===== src/rtl/b64u_pkg.sv =====
`timescale 1ns / 1ps
// ----------------------------------------------------------------------------
// b64u_pkg
// Types, character codes and the alphabet map shared by the URL-safe
// base64 stream decoder.
// ----------------------------------------------------------------------------
package b64u_pkg;

    localparam logic [7:0] CHAR_DASH       = 8'h2D;
    localparam logic [7:0] CHAR_UNDERSCORE = 8'h5F;
    localparam logic [7:0] CHAR_PAD        = 8'h3D;
    localparam logic [7:0] CHAR_UPPER_A    = 8'h41;
    localparam logic [7:0] CHAR_UPPER_Z    = 8'h5A;
    localparam logic [7:0] CHAR_LOWER_A    = 8'h61;
    localparam logic [7:0] CHAR_LOWER_Z    = 8'h7A;
    localparam logic [7:0] CHAR_DIGIT_0    = 8'h30;
    localparam logic [7:0] CHAR_DIGIT_9    = 8'h39;

    localparam logic [5:0] VAL_DASH       = 6'd62;
    localparam logic [5:0] VAL_UNDERSCORE = 6'd63;
    localparam logic [7:0] LOWER_OFFSET   = 8'd26;
    localparam logic [7:0] DIGIT_OFFSET   = 8'd52;

    typedef enum logic [1:0] {
        ST_OK       = 2'd0,
        ST_ENCODING = 2'd1,
        ST_PADDING  = 2'd2
    } status_t;

    typedef struct packed {
        logic [7:0] data;
        logic       has_byte;
        status_t    status;
        logic       eom;
    } result_t;

    localparam result_t RESULT_NONE = '{data: 8'd0, has_byte: 1'b0, status: ST_OK, eom: 1'b0};

    // Bit 6 of the result flags a character outside the alphabet.
    function automatic logic [6:0] map_char(input logic [7:0] c);
        logic [7:0] d;
        begin
            d = 8'd0;
            if (c >= CHAR_UPPER_A && c <= CHAR_UPPER_Z)
            begin
                d = c - CHAR_UPPER_A;
            end
            else if (c >= CHAR_LOWER_A && c <= CHAR_LOWER_Z)
            begin
                d = c - CHAR_LOWER_A + LOWER_OFFSET;
            end
            else if (c >= CHAR_DIGIT_0 && c <= CHAR_DIGIT_9)
            begin
                d = c - CHAR_DIGIT_0 + DIGIT_OFFSET;
            end
            else if (c == CHAR_DASH)
            begin
                d = {2'b00, VAL_DASH};
            end
            else if (c == CHAR_UNDERSCORE)
            begin
                d = {2'b00, VAL_UNDERSCORE};
            end
            else
            begin
                return 7'b1000000;
            end
            return {1'b0, d[5:0]};
        end
    endfunction

    function automatic result_t make_byte(input logic [7:0] data);
        result_t r;
        begin
            r          = RESULT_NONE;
            r.data     = data;
            r.has_byte = 1'b1;
            return r;
        end
    endfunction

endpackage


===== src/rtl/base64url_stream_decoder.sv =====
`timescale 1ns / 1ps
// ----------------------------------------------------------------------------
// base64url_stream_decoder
// Decodes a stream of URL-safe base64 characters, with optional padding,
// into bytes and closes each message with one status result.
// ----------------------------------------------------------------------------
// The first result of a character is registered in the input register, then
// loaded into the result bundle once the bundle is free, and presented there.
// Throughput: one character per cycle unless in_stall; results leave at one per
// cycle unless out_stall, from a four-entry result bundle, so a character that
// yields several results holds the input until the bundle is at its last entry.
// Reset: asynchronous and active low; clears the group state and all valid flags.
module base64url_stream_decoder
(
    input  logic       clk,
    input  logic       rst_n,
    input  logic       in_valid,
    output logic       in_stall,
    input  logic [7:0] char_code,
    input  logic       last_char,
    output logic       out_valid,
    input  logic       out_stall,
    output logic [7:0] out_byte,
    output logic       has_byte,
    output logic [1:0] status,
    output logic       end_of_message
);
    import b64u_pkg::*;

    logic        in_valid_reg;
    logic [7:0]  char_reg;
    logic        last_reg;

    logic [17:0] group_bits_reg;
    logic [17:0] group_bits_next;
    logic [1:0]  group_pos_reg;
    logic [1:0]  group_pos_next;
    logic [1:0]  pad_count_reg;
    logic [1:0]  pad_count_next;
    logic        bad_seen_reg;
    logic        bad_seen_next;

    result_t     pend_reg [4];
    result_t     pend_next [4];
    logic [2:0]  pend_cnt_reg;
    logic [2:0]  pend_cnt_next;

    result_t     items [4];
    logic [2:0]  n_items;
    logic [6:0]  mapped;
    logic        is_pad;
    logic        bad;
    logic        bad_any;
    logic [5:0]  six;
    logic [2:0]  count;
    logic [1:0]  pads;
    logic [1:0]  rem;
    logic [23:0] val;
    status_t     st;
    result_t     st_item;

    logic        out_take;
    logic        load;

    assign out_valid = (pend_cnt_reg != 3'd0);
    assign out_take  = out_valid && !out_stall;
    assign load      = in_valid_reg
                       && ((pend_cnt_reg == 3'd0) || ((pend_cnt_reg == 3'd1) && out_take));
    assign in_stall  = in_valid_reg && !load;

    assign out_byte       = pend_reg[0].data;
    assign has_byte       = pend_reg[0].has_byte;
    assign status         = pend_reg[0].status;
    assign end_of_message = pend_reg[0].eom;

    always_ff @(posedge clk or negedge rst_n)
    begin
        if (!rst_n)
        begin
            in_valid_reg <= 1'b0;
        end
        else if (!in_stall)
        begin
            in_valid_reg <= in_valid;
        end
    end

    always_ff @(posedge clk)
    begin
        if (!in_stall && in_valid)
        begin
            char_reg <= char_code;
            last_reg <= last_char;
        end
    end

    always_comb
    begin
        mapped  = map_char(char_reg);
        is_pad  = (char_reg == CHAR_PAD);
        bad     = mapped[6] && !is_pad;
        bad_any = bad_seen_reg || bad;
        six     = (is_pad || bad) ? 6'd0 : mapped[5:0];
        count   = {1'b0, group_pos_reg} + 3'd1;
        pads    = (is_pad && (pad_count_reg != 2'd3)) ? pad_count_reg + 2'd1 : pad_count_reg;
        rem     = count[1:0];
        val     = {group_bits_reg, six};
        st      = ST_OK;
        st_item = RESULT_NONE;
        n_items = 3'd0;
        for (int i = 0; i < 4; i++)
        begin
            items[i] = RESULT_NONE;
        end

        group_bits_next = {group_bits_reg[11:0], six};
        group_pos_next  = count[1:0];
        pad_count_next  = pads;
        bad_seen_next   = bad_any;

        if (count == 3'd4)
        begin
            if (!bad_any)
            begin
                items[n_items[1:0]] = make_byte(val[23:16]);
                n_items = n_items + 3'd1;
                if (pads < 2'd2)
                begin
                    items[n_items[1:0]] = make_byte(val[15:8]);
                    n_items = n_items + 3'd1;
                end
                if (pads < 2'd1)
                begin
                    items[n_items[1:0]] = make_byte(val[7:0]);
                    n_items = n_items + 3'd1;
                end
            end
            group_bits_next = 18'd0;
            group_pos_next  = 2'd0;
            pad_count_next  = 2'd0;
        end

        if (last_reg)
        begin
            if (is_pad && (rem != 2'd0))
            begin
                st = ST_PADDING;
            end
            else if (rem == 2'd1 || bad_any)
            begin
                st = ST_ENCODING;
            end

            if (st == ST_OK && rem == 2'd2)
            begin
                items[n_items[1:0]] = make_byte(group_bits_next[11:4]);
                n_items = n_items + 3'd1;
            end
            else if (st == ST_OK && rem == 2'd3)
            begin
                items[n_items[1:0]] = make_byte(group_bits_next[17:10]);
                n_items = n_items + 3'd1;
                items[n_items[1:0]] = make_byte(group_bits_next[9:2]);
                n_items = n_items + 3'd1;
            end

            st_item.status      = st;
            st_item.eom         = 1'b1;
            items[n_items[1:0]] = st_item;
            n_items             = n_items + 3'd1;

            group_bits_next = 18'd0;
            group_pos_next  = 2'd0;
            pad_count_next  = 2'd0;
            bad_seen_next   = 1'b0;
        end
    end

    always_comb
    begin
        pend_cnt_next = pend_cnt_reg;
        for (int i = 0; i < 4; i++)
        begin
            pend_next[i] = pend_reg[i];
        end
        if (load)
        begin
            pend_cnt_next = n_items;
            for (int i = 0; i < 4; i++)
            begin
                pend_next[i] = items[i];
            end
        end
        else if (out_take)
        begin
            pend_cnt_next = pend_cnt_reg - 3'd1;
            for (int i = 0; i < 3; i++)
            begin
                pend_next[i] = pend_reg[i + 1];
            end
            pend_next[3] = RESULT_NONE;
        end
    end

    always_ff @(posedge clk or negedge rst_n)
    begin
        if (!rst_n)
        begin
            group_bits_reg <= 18'd0;
            group_pos_reg  <= 2'd0;
            pad_count_reg  <= 2'd0;
            bad_seen_reg   <= 1'b0;
            pend_cnt_reg   <= 3'd0;
        end
        else
        begin
            pend_cnt_reg <= pend_cnt_next;
            if (load)
            begin
                group_bits_reg <= group_bits_next;
                group_pos_reg  <= group_pos_next;
                pad_count_reg  <= pad_count_next;
                bad_seen_reg   <= bad_seen_next;
            end
        end
    end

    always_ff @(posedge clk)
    begin
        for (int i = 0; i < 4; i++)
        begin
            pend_reg[i] <= pend_next[i];
        end
    end

    // A result carries data or closes the message, never both.
    a_kind_exclusive: assert property (@(posedge clk) disable iff (!rst_n)
        out_valid |-> (has_byte != end_of_message))
        else $error("result is neither a plain byte nor a closing status");

    a_bundle_bound: assert property (@(posedge clk) disable iff (!rst_n)
        pend_cnt_reg <= 3'd4)
        else $error("result bundle count out of range");

    // The closing character of a message leaves the group state empty.
    a_state_cleared: assert property (@(posedge clk) disable iff (!rst_n)
        (load && last_reg) |=> (group_pos_reg == 2'd0 && pad_count_reg == 2'd0
                                && !bad_seen_reg))
        else $error("group state not cleared at end of message");

    a_close_result: assert property (@(posedge clk) disable iff (!rst_n)
        (load && last_reg) |=> out_valid)
        else $error("closing character produced no status result");

endmodule


===== config.mk =====
export PLATFORM = sky130hd
export DESIGN_NAME = base64url_stream_decoder
export DESIGN_NICKNAME = d
export VERILOG_FILES = /design/src/rtl/b64u_pkg.sv /design/src/rtl/base64url_stream_decoder.sv
export SDC_FILE = /design/constraint.sdc
export NUM_CORES = 1
export LEC_CHECK = 0
export ABC_AREA = 1
export BUFFER_PORTS_ARGS = -buffer_cell sky130_fd_sc_hd__buf_4
export CAP_MARGIN = 25
export CORE_UTILIZATION = 45
export CTS_CLUSTER_SIZE = 25
export DETAILED_ROUTE_END_ITERATION = 16
export PLACE_DENSITY = 0.69
export SYNTH_ARGS = -nofsm -noshare
export SYNTH_HDL_FRONTEND = slang
export SYNTH_SLANG_ARGS = --single-unit

===== constraint.sdc =====
create_clock -name clk -period 3.87 [get_ports clk]
set_input_delay 0.387 -clock clk [delete_from_list [all_inputs] [get_ports clk]]
set_output_delay 0.387 -clock clk [all_outputs]
set_load 0.01 [all_outputs]

; Yosys cells after proc, flatten, opt, wreduce, memory -nomap -nowiden
; Memory sizes are Yosys's and may differ from the RTL's.
; Cells that the tools add are included.
[totals]
regBits = 36
ramBits = 48
input_bits = 13
out_inout_bits = 14
word_cells = 145
n_memories = 1
[op_classes]
addsub = 12
n_lt_le_gt_ge = 16
n_eq_ne = 9
muxes = 65
bitwise = 4
n_reduce_logical = 30
[mem_list]
columns = memory, depth, width, rd, rd_clocked_by_memory_dff, wr, line_no
row1 = pend_reg, 4, 12, 4, 0, 4, base64url_stream_decoder.sv:43  ; result_t pend_reg [4];
[ops]
columns = op, n
row1 = 48-bit two-way mux, 9
row2 = 48-bit bitwise mux, 5
row3 = 12-bit demux with 2-bit select, 4
row4 = 12-bit two-way mux, 7
row5 = 7-bit two-way mux, 6
row6 = 18-bit two-way mux, 2
row7 = 6-bit two-way mux, 6
row8 = 3-bit two-way mux, 11
row9 = 1-bit logical AND, 17
row10 = "8-bit by 6-bit equality test with 1-bit output, second input constant", 2
row11 = "8-bit by 7-bit >= comparator with 1-bit output, second input constant", 2
row12 = "8-bit by 7-bit less-or-equal comparator with 1-bit output, second input constant", 2
row13 = 2-bit two-way mux, 8
row14 = "3-bit by 1-bit adder with 3-bit output, second input constant", 4
row15 = "3-bit >= comparator, second input constant", 4
row16 = "3-bit by 1-bit less-than comparator with 1-bit output, second input constant", 4
row17 = 2-bit inverter with 3-bit output, 4
row18 = "6-bit subtractor, second input constant", 2
row19 = "8-bit by 7-bit equality test with 1-bit output, second input constant", 1
row20 = "8-bit by 6-bit >= comparator with 1-bit output, second input constant", 1
row21 = "8-bit by 6-bit less-or-equal comparator with 1-bit output, second input constant", 1
row22 = 1-bit two-way mux, 7
row23 = "6-bit by 5-bit adder with 6-bit output, second input constant", 1
row24 = "6-bit adder, second input constant", 1
row25 = other kinds (17), 25

; Logic depth before layout (Yosys ltp)
[depth]
word_depth = 28
mapped_depth = 25
depth_no_buf = 25

; Least setup slack after synthesis
; Ideal clock, no wire load.
[synth_path]
kind = reg-to-reg
from = register char_reg[2]
to = memory pend_reg[1][10] in the netlist's numbering, data pin
arrival_time_ps = 2833
t_required_ps = 3739
path_slack_ps = 906
path_stages_with_launch = 20
n_path_buf = 0
period_less_slack_ps = 2964
path_cell_list = edfxtp_1 -> inv_1 -> ha_1 -> nand2_1 -> nand2_1 -> nor2_1 -> nor2_1 -> nand2_1 -> nand2_1 -> nand4_4 -> nand4_4 -> nor2_4 -> nand2_4 -> nand2_1 -> xor2_2 -> inv_2 -> ha_1 -> a21oi_1 -> nand3_1 -> nand2_1
[synth_rtl]
columns = element, line_no
row1 = from (decl), base64url_stream_decoder.sv:31  ; logic [7:0] char_reg;
row2 = from (signal assigned), base64url_stream_decoder.sv:92  ; char_reg <= char_code;
row3 = to (decl), base64url_stream_decoder.sv:43

==> impl_metrics.csv <==
group,metric,value,unit
run_status,status,"completed",
final_layout,fin_nets,663,
yosys,yosysTopAreaCell,"edfxtp_1",
power,power.total,0.00360,W
yosys,synth_top_cell_area_share,33.9,%
yosys,ys_seq_area_share,47.2,%
floorplan,die_x,108,um
yosys,synth_area_per_cell,8.60,um2
critical_path,cp.arrival,3.76,ns
critical_path,path_class,"flop to flop",
sta,relSlewSlack,58.5,%
global_routing,antenna_found_initial,0,
yosys,synth_area_leaders,"edfxtp_1, dfrtp_1, nand2_1",
critical_path,worstPathRequired,4.08,ns
global_routing,grt_pass1_wl,20.5,mm
critical_path,rr_worst_depth,23,
place,io_buffers,26,
sta,max_freq,281,MHz
critical_path,rrSetupSlack,0.31,ns
yosys,yosysMostFrequentCell,"nand2_1",
sta,hold_ws,0.186,ns
final_layout,layout-drive-gt1-share,15.2,%
global_routing,grt_max_degree,36,
floorplan,die_y,108,um
global_routing,groute.usage.overall,23.6,%
clock_network,numCtsBuffers,9,
power,pwr_density_cell,638,mW/mm2
drt,first_pass_iters,5,
hold_path,hold_depth,1,
power,p_leak,2.51,nW
critical_path,crit_start,"char_reg[2]$_DFFE_PP_",
final_layout,final_util,51.8,%
sta,period_needed,3.56,ns
sta,finalSetupTns,0,ns
critical_path,r2r-start,"char_reg[2]$_DFFE_PP_",
critical_path,endpoint,"pend_reg[0][8]$_DFFE_PP_",
global_routing,grt-ovfl-total,0,
final_layout,areaGrowthSynthToFinish,11.6,%
yosys,synth-async-reset-ratio,32.1,%
place,gp_congestion,0.941,
drt,drt-total-wl,12.5,mm
floorplan,core_area,0.0109,mm2
floorplan,die_area,0.0117,mm2
yosys,synth_cell_types,45,
yosys,synth_ff_type,"edfxtp_1",
drt,via_per_inst,5.34,
hold_path,worstHoldPathType,"primary input to flop",
place,place_ws,0.181,ns
sta,drv_slew,0,
critical_path,crit_fanout,8,
sta,final.setup.worst_slack,0.314,ns
final_layout,antenna_cells,0,
critical_path,critPathLaunchType,"flop",
power,irDropWorstVdd,0.351,mV
sta,min_period_over_period,91.9,%
global_routing,first_global_vias,4111,
yosys,ys_seq_elements,84,
final_layout,fillers,1017,
drt,vias,4125,
final_layout,largest_register_ff_count,48,
floorplan,ios,27,
sta,setup_viol,0,
clock_network,htreeDepth,3,
yosys,yosys-top-cells-count,"nand2_1, inv_1, edfxtp_1, nor2_1, nand3_1",
clock_network,clk_latency,0.38,ns
clock_network,clk_pin_slew_worst_paths,0.09,ns
floorplan,initial_core_util,46.4,%
critical_path,timing.rr.end,"pend_reg[0][8]$_DFFE_PP_",
clock_network,cts-root-buf,"clkbuf_8",
critical_path,end_kind,"flop",
sta,fin_worst_skew,0.0131,ns
job,cap_violations,0,
yosys,syn_area,0.00506,mm2
yosys,syn-instance-count,588,
yosys,yosysWarnings,0,
drt,ant_nets,0,
sta,finalHoldViolCount,0,
drt,drc_errors,0,
yosys,synth_enable_flop_cells,57,
clock_network,clockBufferDepth,2,
drt,routedWlPerCell,16.2,um
clock_network,cts.sinks,84,
place,dpl.hpwl,9.53,mm
sta,tightest_slew,0.622,ns
floorplan,row_count,38,
sta,rsz0062_at_grt,"no",
drt,drt_iter0_markers,324,
clock_network,cts_tree,"done",
-- power by group --
part           internal [W]  total [W]  switching (W)
clock              0.000235   0.000578       0.000342
sequential          0.00138    0.00153       0.000157
combinational      0.000501    0.00149       0.000989
total               0.00211    0.00360        0.00149
-- cell families after synthesis --
kind of cell	share of synthesized area, %
AND/OR/NAND/NOR	25.2
AO/OA/AOI/OAI	12.1
buffers and inverters	7.35
flip-flops	47.2
adder cells (fa/ha/maj)	5.44
XOR/XNOR	2.60
other	0.0742
-- layout by cell type (no fill, tap or decap), drive strengths merged, types with 13 or more instances in the layout --
master and count:
nand2 173, inv 73, edfxtp 57, nor2 53, o21ai 53, buf 37, nand3 34, dfrtp 27
ha 22, o22ai 21, a21oi 13
-- worst max-delay path: stages (launching register included) --
cell and delay (ns):
edfxtp_1 0.51, inv_1 0.18, ha_1 0.28, nand2_1 0.07
nand2_1 0.06, nor2_1 0.09, nor2_1 0.05, nand2_1 0.05
nand2_1 0.11, nand4_4 0.15, nand2_4 0.10, nor2_8 0.17
nand2_1 0.15, inv_2 0.11, nand2_1 0.07, nand2_1 0.11
xor2_2 0.23, inv_2 0.07, ha_1 0.22, nand2_1 0.11
nand2_1 0.11, inv_1 0.12, nand2_1 0.07, o21ai_0 0.19
-- through the flow --
step	instances	instance area, um2
floorplan	595	5080
global placement	756	5450
detailed placement	756	5450
CTS	773	5630
global route	773	5640
finish	773	5640
-- timing repair --
item	4_1_cts	5_1_grt
resized for setup	0	2
endpoints found under the setup margin	0	21
setup buffers	0	0
hold endpoints to repair	27	0
hold buffers	1	0
-- worst min-delay path by stage --
stage,from,to
finish,char_code[0],char_reg[0]$_DFFE_PP_
global route,char_code[0],char_reg[0]$_DFFE_PP_
CTS,char_code[0],char_reg[0]$_DFFE_PP_
detailed placement,rst_n,group_bits_reg[4]$_DFFE_PN0P_
global placement,rst_n,group_bits_reg[16]$_DFFE_PN0P_
floorplan,rst_n,bad_seen_reg$_DFFE_PN0P_
-- cell type report --
class                      instances  area [um2]  share of cell area, %
inverter                          75         285                   5.06
multi-input combinational        420        2330                   41.3
clock buffer                       9         124                   2.20
timing repair buffer              38         288                   5.10
clock inverter                     7        51.3                  0.909
tap                              140         175                   3.10
sequential                        84        2390                   42.3
-- metal layers --
layer	vias up	track usage, %	wire length (um)
met5	-	0	0
met4	0	12.8	556
met3	46	4.58	811
met2	165	38.7	5950
met1	1894	29.3	5210
li1	2020	-	-
Power figures use the tool's default switching activity.
